===== config.mk =====
export PLATFORM = sky130hd
export DESIGN_NAME = heartbeat_membership_table_core
export DESIGN_NICKNAME = d
export VERILOG_FILES = /design/src/hw/rtl/hmt_pkg.sv /design/src/hw/rtl/heartbeat_membership_table_core.sv /design/src/hw/rtl/hmt_ctrl.sv /design/src/hw/rtl/hmt_dpath.sv
export SDC_FILE = /design/constraint.sdc
export NUM_CORES = 2
export LEC_CHECK = 0
export BUFFER_PORTS_ARGS = -buffer_cell sky130_fd_sc_hd__buf_2
export CAP_MARGIN = 20
export CORE_MARGIN = 4
export CORE_UTILIZATION = 35
export CTS_CLUSTER_DIAMETER = 100
export DETAILED_ROUTE_END_ITERATION = 10
export PLACE_DENSITY = 0.54
export SLEW_MARGIN = 5
export SYNTH_ARGS = -nofsm -noshare
export SYNTH_HDL_FRONTEND = slang
export SYNTH_SLANG_ARGS = --single-unit

===== constraint.sdc =====
create_clock -name clk -period 25.9 [get_ports clk]
set_input_delay 2.59 -clock clk [delete_from_list [all_inputs] [get_ports clk]]
set_output_delay 2.59 -clock clk [all_outputs]
set_load 0.02 [all_outputs]

===== src/hw/rtl/hmt_pkg.sv =====
// Shared types, codes and constants of the heartbeat membership table.
package hmt_pkg;

  localparam int TABLE_DEPTH = 32;

  typedef enum logic [1:0] {
    CMD_TICK     = 2'd0,
    CMD_JOIN_REQ = 2'd1,
    CMD_JOIN_REP = 2'd2,
    CMD_HEARTBT  = 2'd3
  } cmd_t;

  typedef enum logic [2:0] {
    KIND_NONE    = 3'd0,
    KIND_SEND_HB = 3'd1,
    KIND_JOIN_RE = 3'd2,
    KIND_REMOVED = 3'd3,
    KIND_FULL    = 3'd4
  } kind_t;

  typedef enum logic [1:0] {
    REG_OWN_ID       = 2'd0,
    REG_OWN_PORT     = 2'd1,
    REG_PING_PERIOD  = 2'd2,
    REG_REMOVE_AFTER = 2'd3
  } reg_idx_t;

  typedef enum logic [3:0] {
    ST_IDLE,
    ST_FIND,
    ST_INS,
    ST_HBUPD,
    ST_JRWALK,
    ST_PING,
    ST_STALE,
    ST_SHIFT,
    ST_DONE
  } state_t;

  typedef struct packed {
    logic [1:0]         command;
    logic [15:0]        sender_id;
    logic signed [15:0] sender_port;
    logic [31:0]        sender_heartbeat;
    logic signed [31:0] entry_stamp;
  } in_t;

  typedef struct packed {
    logic [2:0]         kind;
    logic [15:0]        dest_id;
    logic signed [15:0] dest_port;
    logic [15:0]        member_id;
    logic signed [15:0] member_port;
    logic [31:0]        beat_value;
    logic signed [31:0] stamp_value;
    logic               last;
  } out_t;

  typedef struct packed {
    logic [15:0] id;
    logic [15:0] port;
    logic [31:0] beat;
    logic [31:0] stamp;
  } entry_t;

  typedef struct packed {
    state_t phase;
    logic   first;
    logic   accept;
  } ctl_t;

  typedef struct packed {
    logic done;
    logic hit;
    logic stale;
    logic active;
    logic cd_zero;
  } sts_t;

endpackage


===== src/hw/rtl/heartbeat_membership_table_core.sv =====
// Top level of the heartbeat membership table: controller plus datapath.
// Requests are taken when start is high and busy low; every request yields one or more
// results, each on out_res for a single cycle with out_valid, the final one carrying
// last; results cannot be held off. The table memory has a registered read; each table walk
// (lookup, join reply, heartbeat round, stale scan, removal shift) reads the entries in turn.
// A tick goes straight to done while the node is neither joined nor at own id 1, port 0.
// Other requests look the sender up: a heartbeat from a known sender updates its entry, a new
// sender is inserted, and a join request then walks the table for join replies. An active
// tick runs a heartbeat round when its countdown is zero, then a stale scan and, for a stale
// entry, a removal shift. The next request is taken in the idle state that follows done.
// There is no clearing pass.
module heartbeat_membership_table_core #(
  parameter int TABLE_DEPTH = hmt_pkg::TABLE_DEPTH
) (
  input  logic          clk,
  input  logic          rst_n,
  input  logic          start,
  output logic          busy,
  input  hmt_pkg::in_t  in_req,
  output logic          out_valid,
  output hmt_pkg::out_t out_res,
  input  logic          cfg_we,
  input  logic [1:0]    cfg_idx,
  input  logic [15:0]   cfg_wdata
);

  hmt_pkg::ctl_t ctl;
  hmt_pkg::sts_t sts;

  hmt_ctrl u_ctrl (
    .clk        (clk),
    .rst_n      (rst_n),
    .start      (start),
    .in_command (in_req.command),
    .sts        (sts),
    .ctl        (ctl),
    .busy       (busy)
  );

  hmt_dpath #(.TABLE_DEPTH(TABLE_DEPTH)) u_dpath (
    .clk       (clk),
    .rst_n     (rst_n),
    .ctl       (ctl),
    .in_req    (in_req),
    .cfg_we    (cfg_we),
    .cfg_idx   (cfg_idx),
    .cfg_wdata (cfg_wdata),
    .sts       (sts),
    .out_valid (out_valid),
    .out_res   (out_res)
  );

`ifndef SYNTHESIS
  a_last_ends: assert property (@(posedge clk) disable iff (!rst_n)
    out_valid && out_res.last |-> !busy) else $error("last result while busy");
  a_accept_busy: assert property (@(posedge clk) disable iff (!rst_n)
    start && !busy |=> busy) else $error("request accepted without going busy");
  a_none_last: assert property (@(posedge clk) disable iff (!rst_n)
    out_valid && out_res.kind == hmt_pkg::KIND_NONE |-> out_res.last)
    else $error("empty result not final");
  a_idle_quiet: assert property (@(posedge clk) disable iff (!rst_n)
    !busy && out_valid |-> out_res.last) else $error("non-final result while idle");
`endif

endmodule


===== src/hw/rtl/hmt_ctrl.sv =====
// Controller state machine sequencing the table operations of one request.
module hmt_ctrl (
  input  logic            clk,
  input  logic            rst_n,
  input  logic            start,
  input  logic [1:0]      in_command,
  input  hmt_pkg::sts_t   sts,
  output hmt_pkg::ctl_t   ctl,
  output logic            busy
);

  hmt_pkg::state_t state_r, state_nxt;
  logic            first_r;
  logic [1:0]      cmd_r;

  always_ff @(posedge clk) begin
    if (!rst_n) begin
      state_r <= hmt_pkg::ST_IDLE;
      first_r <= 1'b0;
      cmd_r   <= hmt_pkg::CMD_TICK;
    end else begin
      state_r <= state_nxt;
      first_r <= (state_nxt != state_r);
      if (start && state_r == hmt_pkg::ST_IDLE) begin
        cmd_r <= in_command;
      end
    end
  end

  always_comb begin
    state_nxt = state_r;
    unique case (state_r)
      hmt_pkg::ST_IDLE: begin
        if (start) begin
          if (in_command == hmt_pkg::CMD_TICK) begin
            if (!sts.active) state_nxt = hmt_pkg::ST_DONE;
            else if (sts.cd_zero) state_nxt = hmt_pkg::ST_PING;
            else state_nxt = hmt_pkg::ST_STALE;
          end else begin
            state_nxt = hmt_pkg::ST_FIND;
          end
        end
      end
      hmt_pkg::ST_FIND: begin
        if (sts.hit && cmd_r == hmt_pkg::CMD_HEARTBT) state_nxt = hmt_pkg::ST_HBUPD;
        else if (sts.hit || sts.done) state_nxt = hmt_pkg::ST_INS;
      end
      hmt_pkg::ST_INS: begin
        state_nxt = (cmd_r == hmt_pkg::CMD_JOIN_REQ) ? hmt_pkg::ST_JRWALK : hmt_pkg::ST_DONE;
      end
      hmt_pkg::ST_HBUPD:  state_nxt = hmt_pkg::ST_DONE;
      hmt_pkg::ST_JRWALK: if (sts.done) state_nxt = hmt_pkg::ST_DONE;
      hmt_pkg::ST_PING:   if (sts.done) state_nxt = hmt_pkg::ST_STALE;
      hmt_pkg::ST_STALE: begin
        if (sts.stale) state_nxt = hmt_pkg::ST_SHIFT;
        else if (sts.done) state_nxt = hmt_pkg::ST_DONE;
      end
      hmt_pkg::ST_SHIFT:  if (sts.done) state_nxt = hmt_pkg::ST_DONE;
      hmt_pkg::ST_DONE:   state_nxt = hmt_pkg::ST_IDLE;
      default:            state_nxt = hmt_pkg::ST_IDLE;
    endcase
  end

  always_comb begin
    ctl.phase  = state_r;
    ctl.first  = first_r;
    ctl.accept = start && (state_r == hmt_pkg::ST_IDLE);
    busy       = (state_r != hmt_pkg::ST_IDLE);
  end

endmodule


===== src/hw/rtl/hmt_dpath.sv =====
// Datapath: table memory, table walker, node state and result staging.
module hmt_dpath #(
  parameter int TABLE_DEPTH = hmt_pkg::TABLE_DEPTH
) (
  input  logic          clk,
  input  logic          rst_n,
  input  hmt_pkg::ctl_t ctl,
  input  hmt_pkg::in_t  in_req,
  input  logic          cfg_we,
  input  logic [1:0]    cfg_idx,
  input  logic [15:0]   cfg_wdata,
  output hmt_pkg::sts_t sts,
  output logic          out_valid,
  output hmt_pkg::out_t out_res
);

  localparam int AW = (TABLE_DEPTH > 1) ? $clog2(TABLE_DEPTH) : 1;
  localparam int CW = $clog2(TABLE_DEPTH + 1);
  localparam logic [CW-1:0] FULL = CW'(TABLE_DEPTH);

  hmt_pkg::entry_t mem [TABLE_DEPTH];
  hmt_pkg::entry_t mem_q_r;

  logic [15:0] own_id_r, own_port_r, remove_after_r;
  logic [7:0]  ping_period_r, cd_r;
  logic [31:0] beat_r, time_r;
  logic        joined_r;
  logic [CW-1:0] count_r, ptr_r, idx1_r, hit_idx_r, stale_idx_r;
  logic        v1_r, hit_r, stale_r;
  logic [15:0] hit_port_r;
  hmt_pkg::in_t item_r;

  logic          walk;
  logic          ev;
  logic [CW-1:0] ptr_init;
  logic          done;
  logic          is_self, is_stale, id_match;
  logic signed [32:0] age;
  logic          we;
  logic [AW-1:0] wa, ra;
  hmt_pkg::entry_t wd;
  logic          new_v;
  hmt_pkg::out_t new_res, pend_r;
  hmt_pkg::out_t done_res;
  logic          pend_v_r;
  logic          tick_active;
  logic [31:0]   ins_stamp;

  assign walk = (ctl.phase == hmt_pkg::ST_FIND) || (ctl.phase == hmt_pkg::ST_JRWALK)
             || (ctl.phase == hmt_pkg::ST_PING) || (ctl.phase == hmt_pkg::ST_STALE)
             || (ctl.phase == hmt_pkg::ST_SHIFT);
  assign ev       = walk && !ctl.first && v1_r;
  assign ptr_init = (ctl.phase == hmt_pkg::ST_SHIFT) ? stale_idx_r + CW'(1) : '0;
  assign done     = walk && !ctl.first && (ptr_r >= count_r) && !v1_r;
  assign ra       = ptr_r[AW-1:0];
  assign id_match = (mem_q_r.id == item_r.sender_id);
  assign is_self  = (mem_q_r.id == own_id_r) && (mem_q_r.port == own_port_r);
  assign age      = $signed({time_r[31], time_r}) - $signed({mem_q_r.stamp[31], mem_q_r.stamp});
  assign is_stale = age > $signed({17'b0, remove_after_r});
  assign tick_active = joined_r || (own_id_r == 16'd1 && own_port_r == 16'd0);
  assign ins_stamp = (item_r.command == hmt_pkg::CMD_JOIN_REP) ? item_r.entry_stamp : time_r;

  always_comb begin
    sts.done    = done;
    sts.hit     = hit_r;
    sts.stale   = stale_r;
    sts.active  = tick_active;
    sts.cd_zero = (cd_r == 8'd0);
  end

  always_comb begin
    done_res      = pend_v_r ? pend_r : '0;
    done_res.last = 1'b1;
  end

  always_comb begin
    we      = 1'b0;
    wa      = count_r[AW-1:0];
    wd      = '{id: item_r.sender_id, port: item_r.sender_port,
                beat: item_r.sender_heartbeat, stamp: ins_stamp};
    new_v   = 1'b0;
    new_res = '0;
    unique case (ctl.phase)
      hmt_pkg::ST_INS: begin
        if (!hit_r) begin
          if (count_r >= FULL) begin
            new_v               = 1'b1;
            new_res.kind        = hmt_pkg::KIND_FULL;
            new_res.member_id   = item_r.sender_id;
            new_res.member_port = item_r.sender_port;
            new_res.beat_value  = item_r.sender_heartbeat;
            new_res.stamp_value = ins_stamp;
          end else begin
            we = 1'b1;
          end
        end
      end
      hmt_pkg::ST_HBUPD: begin
        we      = 1'b1;
        wa      = hit_idx_r[AW-1:0];
        wd.port = hit_port_r;
        wd.stamp = time_r;
      end
      hmt_pkg::ST_JRWALK: begin
        if (ev) begin
          new_v               = 1'b1;
          new_res.kind        = hmt_pkg::KIND_JOIN_RE;
          new_res.dest_id     = item_r.sender_id;
          new_res.dest_port   = item_r.sender_port;
          new_res.member_id   = mem_q_r.id;
          new_res.member_port = mem_q_r.port;
          new_res.beat_value  = mem_q_r.beat;
          new_res.stamp_value = mem_q_r.stamp;
        end
      end
      hmt_pkg::ST_PING: begin
        if (ev && !is_self) begin
          new_v              = 1'b1;
          new_res.kind       = hmt_pkg::KIND_SEND_HB;
          new_res.dest_id    = mem_q_r.id;
          new_res.dest_port  = mem_q_r.port;
          new_res.beat_value = beat_r;
        end
      end
      hmt_pkg::ST_STALE: begin
        if (ev && !stale_r && !is_self && is_stale) begin
          new_v               = 1'b1;
          new_res.kind        = hmt_pkg::KIND_REMOVED;
          new_res.member_id   = mem_q_r.id;
          new_res.member_port = mem_q_r.port;
          new_res.beat_value  = mem_q_r.beat;
          new_res.stamp_value = mem_q_r.stamp;
        end
      end
      hmt_pkg::ST_SHIFT: begin
        if (ev) begin
          we = 1'b1;
          wa = AW'(idx1_r - CW'(1));
          wd = mem_q_r;
        end
      end
      default: begin
      end
    endcase
  end

  always_ff @(posedge clk) begin
    if (we) begin
      mem[wa] <= wd;
    end
    mem_q_r <= mem[ra];
  end

  always_ff @(posedge clk) begin
    if (ctl.accept) begin
      item_r <= in_req;
    end
    if (ev && ctl.phase == hmt_pkg::ST_FIND && !hit_r && id_match) begin
      hit_idx_r  <= idx1_r;
      hit_port_r <= mem_q_r.port;
    end
    if (new_v && ctl.phase == hmt_pkg::ST_STALE) begin
      stale_idx_r <= idx1_r;
    end
    if (new_v) begin
      pend_r <= new_res;
    end
    idx1_r <= ptr_r;
    if (new_v && pend_v_r) begin
      out_res <= pend_r;
    end else if (ctl.phase == hmt_pkg::ST_DONE) begin
      out_res <= done_res;
    end
  end

  always_ff @(posedge clk) begin
    if (!rst_n) begin
      own_id_r       <= 16'd1;
      own_port_r     <= 16'd0;
      ping_period_r  <= 8'd5;
      remove_after_r <= 16'd20;
      cd_r           <= 8'd5;
      beat_r         <= '0;
      time_r         <= '1;
      joined_r       <= 1'b0;
      count_r        <= '0;
      ptr_r          <= '0;
      v1_r           <= 1'b0;
      hit_r          <= 1'b0;
      stale_r        <= 1'b0;
      pend_v_r       <= 1'b0;
      out_valid      <= 1'b0;
    end else begin
      if (cfg_we) begin
        unique case (hmt_pkg::reg_idx_t'(cfg_idx))
          hmt_pkg::REG_OWN_ID:       own_id_r       <= cfg_wdata;
          hmt_pkg::REG_OWN_PORT:     own_port_r     <= cfg_wdata;
          hmt_pkg::REG_PING_PERIOD:  ping_period_r  <= cfg_wdata[7:0];
          hmt_pkg::REG_REMOVE_AFTER: remove_after_r <= cfg_wdata;
          default: begin
          end
        endcase
      end
      if (ctl.accept) begin
        hit_r   <= 1'b0;
        stale_r <= 1'b0;
        if (in_req.command == hmt_pkg::CMD_JOIN_REP) begin
          joined_r <= 1'b1;
        end
        if (in_req.command == hmt_pkg::CMD_TICK && tick_active) begin
          if (cd_r == 8'd0) begin
            cd_r <= ping_period_r;
            if (beat_r != '1) beat_r <= beat_r + 32'd1;
          end else begin
            cd_r <= cd_r - 8'd1;
          end
        end
      end
      if (walk) begin
        if (ctl.first) begin
          ptr_r <= ptr_init;
          v1_r  <= 1'b0;
        end else begin
          v1_r <= (ptr_r < count_r);
          if (ptr_r < count_r) ptr_r <= ptr_r + CW'(1);
        end
      end
      if (ev && ctl.phase == hmt_pkg::ST_FIND && id_match) begin
        hit_r <= 1'b1;
      end
      if (new_v && ctl.phase == hmt_pkg::ST_STALE) begin
        stale_r <= 1'b1;
      end
      if (we && ctl.phase == hmt_pkg::ST_INS) begin
        count_r <= count_r + CW'(1);
      end
      if (ctl.phase == hmt_pkg::ST_DONE && item_r.command == hmt_pkg::CMD_TICK
          && tick_active) begin
        if (stale_r) count_r <= count_r - CW'(1);
        if (time_r != 32'h7FFF_FFFF) time_r <= time_r + 32'd1;
      end
      if (new_v) begin
        pend_v_r  <= 1'b1;
        out_valid <= pend_v_r;
      end else if (ctl.phase == hmt_pkg::ST_DONE) begin
        pend_v_r  <= 1'b0;
        out_valid <= 1'b1;
      end else begin
        out_valid <= 1'b0;
      end
    end
  end

endmodule


==> After elaboration in Yosys (flattened, before gate mapping) <==
Memory sizes are Yosys's and may differ from the RTL's. A register that Yosys moved wholly into a read port is not among the register bits.
Index checks and enable logic that the tools add are counted.
{ "classes": {"n_lt_le_gt_ge": 4, "n_addsub": 9, "div_mod_pow": 0, "muxes": 62, "eq_ne": 22, "mul": 0, "n_shift": 0, "n_bitwise": 0, "n_reduce_logical": 55} }
{ "op_table": {"columns": ["cell", "count"], "rows": [
  ["132-bit two-way mux", 3],
  ["96-bit two-way mux", 4],
  ["32-bit one-hot mux with 3 select lines", 2],
  ["130-bit two-way mux", 1],
  ["32-bit one-hot mux with 2 select lines", 2],
  ["32-bit one-hot mux with 4 select lines", 1],
  ["32-bit two-way mux", 3],
  ["32-bit by 1-bit adder with 32-bit output, second input constant", 2],
  ["16-bit equality test", 3],
  ["4-bit two-way mux", 9],
  ["6-bit two-way mux", 6],
  ["33-bit by 17-bit > comparator with 1-bit output", 1],
  ["33-bit two-way mux", 1],
  ["32-bit by 32-bit subtractor with 33-bit output", 1],
  ["32-bit by 31-bit != test with 1-bit output, second input constant", 1],
  ["32-bit != test, second input constant", 1],
  ["16-bit one-hot mux with 2 select lines", 1],
  ["4-bit one-hot mux with 7 select lines", 1],
  ["1-bit logical AND", 22],
  ["6-bit by 1-bit adder with 6-bit output, second input constant", 3],
  ["1-bit two-way mux", 17],
  ["16-bit by 1-bit equality test with 1-bit output, second input constant", 1],
  ["4-bit by 3-bit equality test with 1-bit output, second input constant", 4],
  ["16-bit logical NOT", 1],
  ["other kinds (31)", 61]
]} }
{ "word_totals": {"memories": 1, "elab_cells": 195, "latch_bits": 0, "register_bits": 547, "ramBits": 3072, "rom_bits": 0, "in_bits": 120} }
{ "memory_table": {"columns": ["name", "words", "width", "read_ports", "rd_ports_with_merged_regs", "write_ports", "line_no", "text"], "rows": [
  ["u_dpath.mem", 32, 96, 1, 1, 1, "hmt_dpath.sv:21", "hmt_pkg::entry_t mem [TABLE_DEPTH];"]
]} }

==> Longest topological paths before layout <==
{ "depth": {"depth_word": 14, "mapped_depth": 23, "mapped_depth_nobuf": 22} }

==> Hierarchy <==
From an unflattened synthesis, not the netlist that was laid out.
{ "unflattened": {"hier_cells": 6918, "hier_area_um2": 143953.1} }
{ "by_module_without_submodules": {"columns": ["mod", "cells_per_inst", "n_inst", "area_each_um2"], "rows": [
  ["hmt_dpath", 6861, 1, 143467.6],
  ["hmt_ctrl", 57, 1, 485.5]
]} }

==> Least setup slack after synthesis <==
No wires, ideal clock.
{ "synth_timing": {"kind": "register to register", "from": "register u_dpath.time_r[0]", "to": "register u_dpath.out_res[0] (netlist name)", "path_slack_ps": 15327, "setup_ps": 667, "arrival_time_ps": 9906, "stages_incl_launch_ff": 22, "period_less_slack_ps": 10573, "path_cell_list": "dfxtp_1 > inv_1 > ha_1 > fa_1 > nand2b_1 > a21oi_1 > nor2_1 > o21ai_0 > a21o_1 > a21oi_1 > xnor2_1 > ha_1 > nand2_1 > or4_1 > a31oi_1 > nor4_1 > a21oi_1 > nor4_1 > nand4_1 > or4_4 > o31ai_4 > a21oi_1"} }
{ "synth_between": {"elab_chain_len": 7} }
{ "synth_lines": {"columns": ["element", "line_no", "text"], "rows": [
  ["from (decl)", "hmt_dpath.sv:26", "logic [31:0] beat_r, time_r;"],
  ["from (signal assigned)", "hmt_dpath.sv:240", "if (time_r != 32'h7FFF_FFFF) time_r <= time_r + 32'd1;"],
  ["32-bit by 32-bit subtractor with 33-bit output", "hmt_dpath.sv:58", "assign age = $signed({time_r[31], time_r}) - $signed({mem_q_r.stamp[31], mem_q_r.stamp});"],
  ["33-bit by 17-bit > comparator with 1-bit output", "hmt_dpath.sv:59", "assign is_stale = age > $signed({17'b0, remove_after_r});"],
  ["1-bit logical AND", "hmt_dpath.sv:126", "if (ev && !stale_r && !is_self && is_stale) begin"],
  ["1-bit two-way mux", "hmt_dpath.sv:126", null],
  ["1-bit one-hot mux with 4 select lines", "hmt_dpath.sv:83", "unique case (ctl.phase)"],
  ["1-bit logical AND", "hmt_dpath.sv:169", "if (new_v && pend_v_r) begin"],
  ["2-bit nonzero test (no source line)", null, null]
]} }
Every way passes these cells.
A chain may end at the register's enable or synchronous reset.

==> Final worst setup path <==
{ "layout_timing": {"from": "register u_dpath.time_r[3]", "to": "register u_dpath.pend_r[52] (netlist name), enable pin"} }
{ "layout_between": {"elab_chain_len": 5} }
{ "layout_lines": {"columns": ["element", "line_no", "text"], "rows": [
  ["32-bit by 32-bit subtractor with 33-bit output", "hmt_dpath.sv:58", null],
  ["33-bit by 17-bit > comparator with 1-bit output", "hmt_dpath.sv:59", null],
  ["1-bit logical AND", "hmt_dpath.sv:126", null],
  ["1-bit two-way mux", "hmt_dpath.sv:126", null],
  ["1-bit one-hot mux with 4 select lines", "hmt_dpath.sv:83", null],
  ["named net u_dpath.new_v", "hmt_dpath.sv:42", "logic new_v;"],
  ["to (signal assigned)", "hmt_dpath.sv:166", "pend_r <= new_res;"],
  ["to (decl)", "hmt_dpath.sv:43", "hmt_pkg::out_t new_res, pend_r;"]
]} }
The timed path passes the listed nets, and every way through them passes these cells.

==> results.md <==
- RSZ-0062 raised after global routing: false
- Setup TNS: 0 ns
- Initial antenna violation count: 40
- Yosys top cell area share: 72.3%
- Critical setup path kind: flip-flop to flip-flop
- Clock-pin slew on the worst setup and hold paths: 0.06 ns
- Routed wl met2: 196000 µm
- Power density cells: 80.1 nW/µm²
- Global-route wire length before repair: 573000 µm
- CP max-delay cell: nand2_4
- Num CTS Buffers: 381
- Pin count of the biggest net entering global routing: 140
- Rows: 235
- Synth warn: 0
- Max Slew Vio Count: 0
- Post-synth top area cell: edfxtp_1
- Max-capacitance violation count: 0
- Overall Power: 13.2 mW
- Post-DP HPWL: 218000 µm
- Post-cts sizing count: 0
- Area grow syn2layout: 15.1%
- Final hold viol count: 0
- Total Routing Usage GR: 18.9%
- Clock sink count: 3715
- Die height: 649 µm
- Worst Tran Pin Value: 1.39 ns
- Worst EP arrival: 8.11 ns
- Vias in the first global route: 73150
- Synthesized Nets: 7103
- Crit path cell chain: ha_1 > and2_1 > a221oi_1 > a21oi_1 > nor3_1 > xnor2_1 > ha_1 > nand3_1 > or4_1 > o32ai_1 > a21oi_1 > nor4_1 > nand4_1 > or4_4 > o31ai_4 > nand2_4 > buf_4 > buf_4
- IO Pins: 254
- IO buf count: 253
- # setup viols final: 0
- Hold Slack: 0.409 ns
- Seq/Total Area, Yosys: 75.8%
- Post-route insts no fill: 13174
- Top cells by area in the synthesized netlist: edfxtp_1 (72%), mux4_2 (15%), dfxtp_1 (3.6%)
- Area post-placement: 153000 µm²
- Critical path startpoint category: flip-flop
- Fmax: 133 MHz
- Syn Area/Cell: 20.8 µm²
- Final antenna-violating net count: 0
- Die footprint: 421000 µm²
- Die width: 649 µm
- Flops & latches, synth: 3715
- Initial Utilization: 35.1%
- Hold buffer count at cts: 0
- Uppermost routed layer: met5
- Post-Syn Instances: 6920
- EDFF count, synth: 3460
- CTS max path bufs: 4
- WL/cell: 30.9 µm
- Period utilization: 29.1%
- Core area: 410000 µm²
- # DRC: 0
- Clk root buf: clkbuf_16
- Layout net count: 7573
- Max transition margin: 7.58%
- Met3 routed WL: 26900 µm
- Outcome: completed
- Library cells used by synthesis: 77
- Worst-path maximum fanout: 49
- Clk_lat worst skew: 0.96 ns
- Placed insts: 12451
- Drt first pass iters: 6
- LEAKAGE: 51.4 nW
- Via density: 5.47
- Hold Crit Class: flip-flop to flip-flop
- Design area: 165000 µm²
- TritonCTS clock tree: built
- Routed Wire Length: 407000 µm
- GPL Wtd Cong: 0.814
- Post-synth top flop: edfxtp_1
- Max stage delay on crit path: 0.63 ns
- Total number of vias: 72089
- CP Capture Type: flip-flop
- Netlist Area Pre-Place: 144000 µm²
- Max IR drop VDD: 0.0000599 V
- Critical Path RT: 26.48 ns
- Number of setup buffers added after CTS: 0
- Async set-reset flop share out of synthesis: 0%
- Share of cells above drive strength 1: 27.8%
- Worst Clk Skew: 0.0508 ns
- Minimum clock period: 7.54 ns
- GRT overflow: 0
- H-tree depth: 5
- M1 WL: 174000 µm
- Initial DRC Count: 8634
layer usage:
metal / global-route usage, % / vias up
li1: - / 29424
met1: 26.8 / 39233
met2: 30.8 / 2906
met3: 2.72 / 518
met4: 4.55 / 8
met5: 0 / -
logic make-up (layout without fill, tap and decap cells):
family / after synthesis / in the layout / synth area share (%)
adder cells (fa/ha/maj): 63 / 63 / 0.553
XOR/XNOR: 133 / 133 / 0.810
AO/OA/AOI/OAI: 534 / 534 / 2.47
other: 0 / 3 / 0
flip-flops: 3715 / 3715 / 75.8
multiplexers: 1095 / 1095 / 16.1
AND/OR/NAND/NOR: 819 / 819 / 2.78
buffers and inverters: 561 / 1361 / 1.51
critical path, delay by kind of cell (launching register included):
family / cells / cell delay [ns]
AND/OR/NAND/NOR: 8 / 2.97
AO/OA/AOI/OAI: 5 / 1.86
buffers and inverters: 2 / 0.94
adder cells (fa/ha/maj): 2 / 0.63
flip-flops: 1 / 0.48
XOR/XNOR: 1 / 0.13
sequential cells by signal, summed over array words and instances (netlist names), 2 cells and up:
signal                  count
u_dpath.cd_r                8
u_dpath.own_id_r           16
u_dpath.mem              3072
u_dpath.hit_port_r         16
u_dpath.out_res           132
u_dpath.pend_r            131
u_dpath.ptr_r               6
u_dpath.stale_idx_r         6
u_dpath.count_r             6
u_dpath.mem_q_r            96
u_dpath.remove_after_r     16
u_ctrl.state_r              4
u_dpath.beat_r             32
u_ctrl.cmd_r                2
u_dpath.time_r             32
u_dpath.own_port_r         16
u_dpath.ping_period_r       8
u_dpath.hit_idx_r           5
u_dpath.idx1_r              6
u_dpath.item_r             98
metrics by stage:
step | setup WS [ns] | utilization (%)
after global routing | 17.88 | 40.4
after detailed placement | 18.38 | 37.3
after global placement | 18.36 | 37.2
after CTS | 18.34 | 40.4
final | 18.36 | 40.4
after floorplan | 15.33 | -
cell usage in the layout, fill, tap and decap left out, drive strengths merged, types with 17 or more instances in the layout:
| cell | Yosys | final |
|---|---|---|
| a22oi | 38 | 38 |
| a21oi | 115 | 115 |
| o21ai | 163 | 163 |
| ha | 62 | 62 |
| nor2 | 144 | 144 |
| nand3 | 50 | 50 |
| a22o | 32 | 32 |
| and2 | 145 | 145 |
| inv | 200 | 217 |
| buf | 87 | 447 |
| bufinv | 0 | 39 |
| a222oi | 48 | 48 |
| nor3 | 29 | 29 |
| o22ai | 35 | 35 |
| nor4 | 28 | 28 |
| and3 | 17 | 17 |
| nand2b | 17 | 17 |
| dfxtp | 255 | 255 |
| xnor2 | 43 | 43 |
| clkinv | 0 | 132 |
| xor2 | 90 | 90 |
| mux2 | 97 | 97 |
| mux2i | 38 | 38 |
| clkbuf | 274 | 519 |
| mux4 | 960 | 960 |
| edfxtp | 3460 | 3460 |
| nand2 | 292 | 292 |
| nand4 | 39 | 39 |
final timing paths:
kind	end	startpoint	slack (ns)	depth (start not counted)
max	u_dpath.pend_r[52]	u_dpath.time_r[3]	18.36	18
min	u_dpath.stale_idx_r[5]	u_dpath.idx1_r[5]	0.41	0
max reg2reg	u_dpath.pend_r[52]	u_dpath.time_r[3]	18.36	18
min reg2reg	u_dpath.stale_idx_r[5]	u_dpath.idx1_r[5]	0.41	0
power breakdown:
part / switching [mW] / total, mW / internal [mW]
sequential: 0.0869 / 6.76 / 6.67
combinational: 0.540 / 0.929 / 0.388
clock: 2.33 / 5.56 / 3.23
cell type report:
type,instances,area [µm²]
fill,35987,244000
sequential,3715,109000
multi-input combinational,2644,33000
clock buffer,519,10400
tap,5451,6820
timing repair buffer,448,3200
clock inverter,194,2220
inverter,200,761
antenna,3,7.51
cell usage after synthesis (10+ instances only):
| cell | number |
|---|---|
| clkbuf_1 | 269 |
| nand2b_1 | 17 |
| o22ai_1 | 34 |
| o211ai_1 | 14 |
| a22oi_1 | 38 |
| mux2i_1 | 38 |
| a21oi_1 | 112 |
| mux4_2 | 960 |
| a211oi_1 | 12 |
| dfxtp_1 | 255 |
| a21o_1 | 12 |
| nor2b_1 | 11 |
| nor2_1 | 144 |
| nor3_1 | 29 |
| and3_1 | 17 |
| edfxtp_1 | 3460 |
| mux2_2 | 97 |
| xnor2_1 | 43 |
| nand3_1 | 50 |
| buf_2 | 10 |
| a22o_1 | 32 |
| ha_1 | 62 |
| buf_1 | 70 |
| inv_1 | 198 |
| and2_1 | 145 |
| or3_1 | 13 |
| o21ai_0 | 159 |
| xor2_1 | 90 |
| a222oi_1 | 48 |
| nand2_1 | 292 |
| nor4_1 | 28 |
| nand4_1 | 39 |
Power figures use the tool's default switching activity.
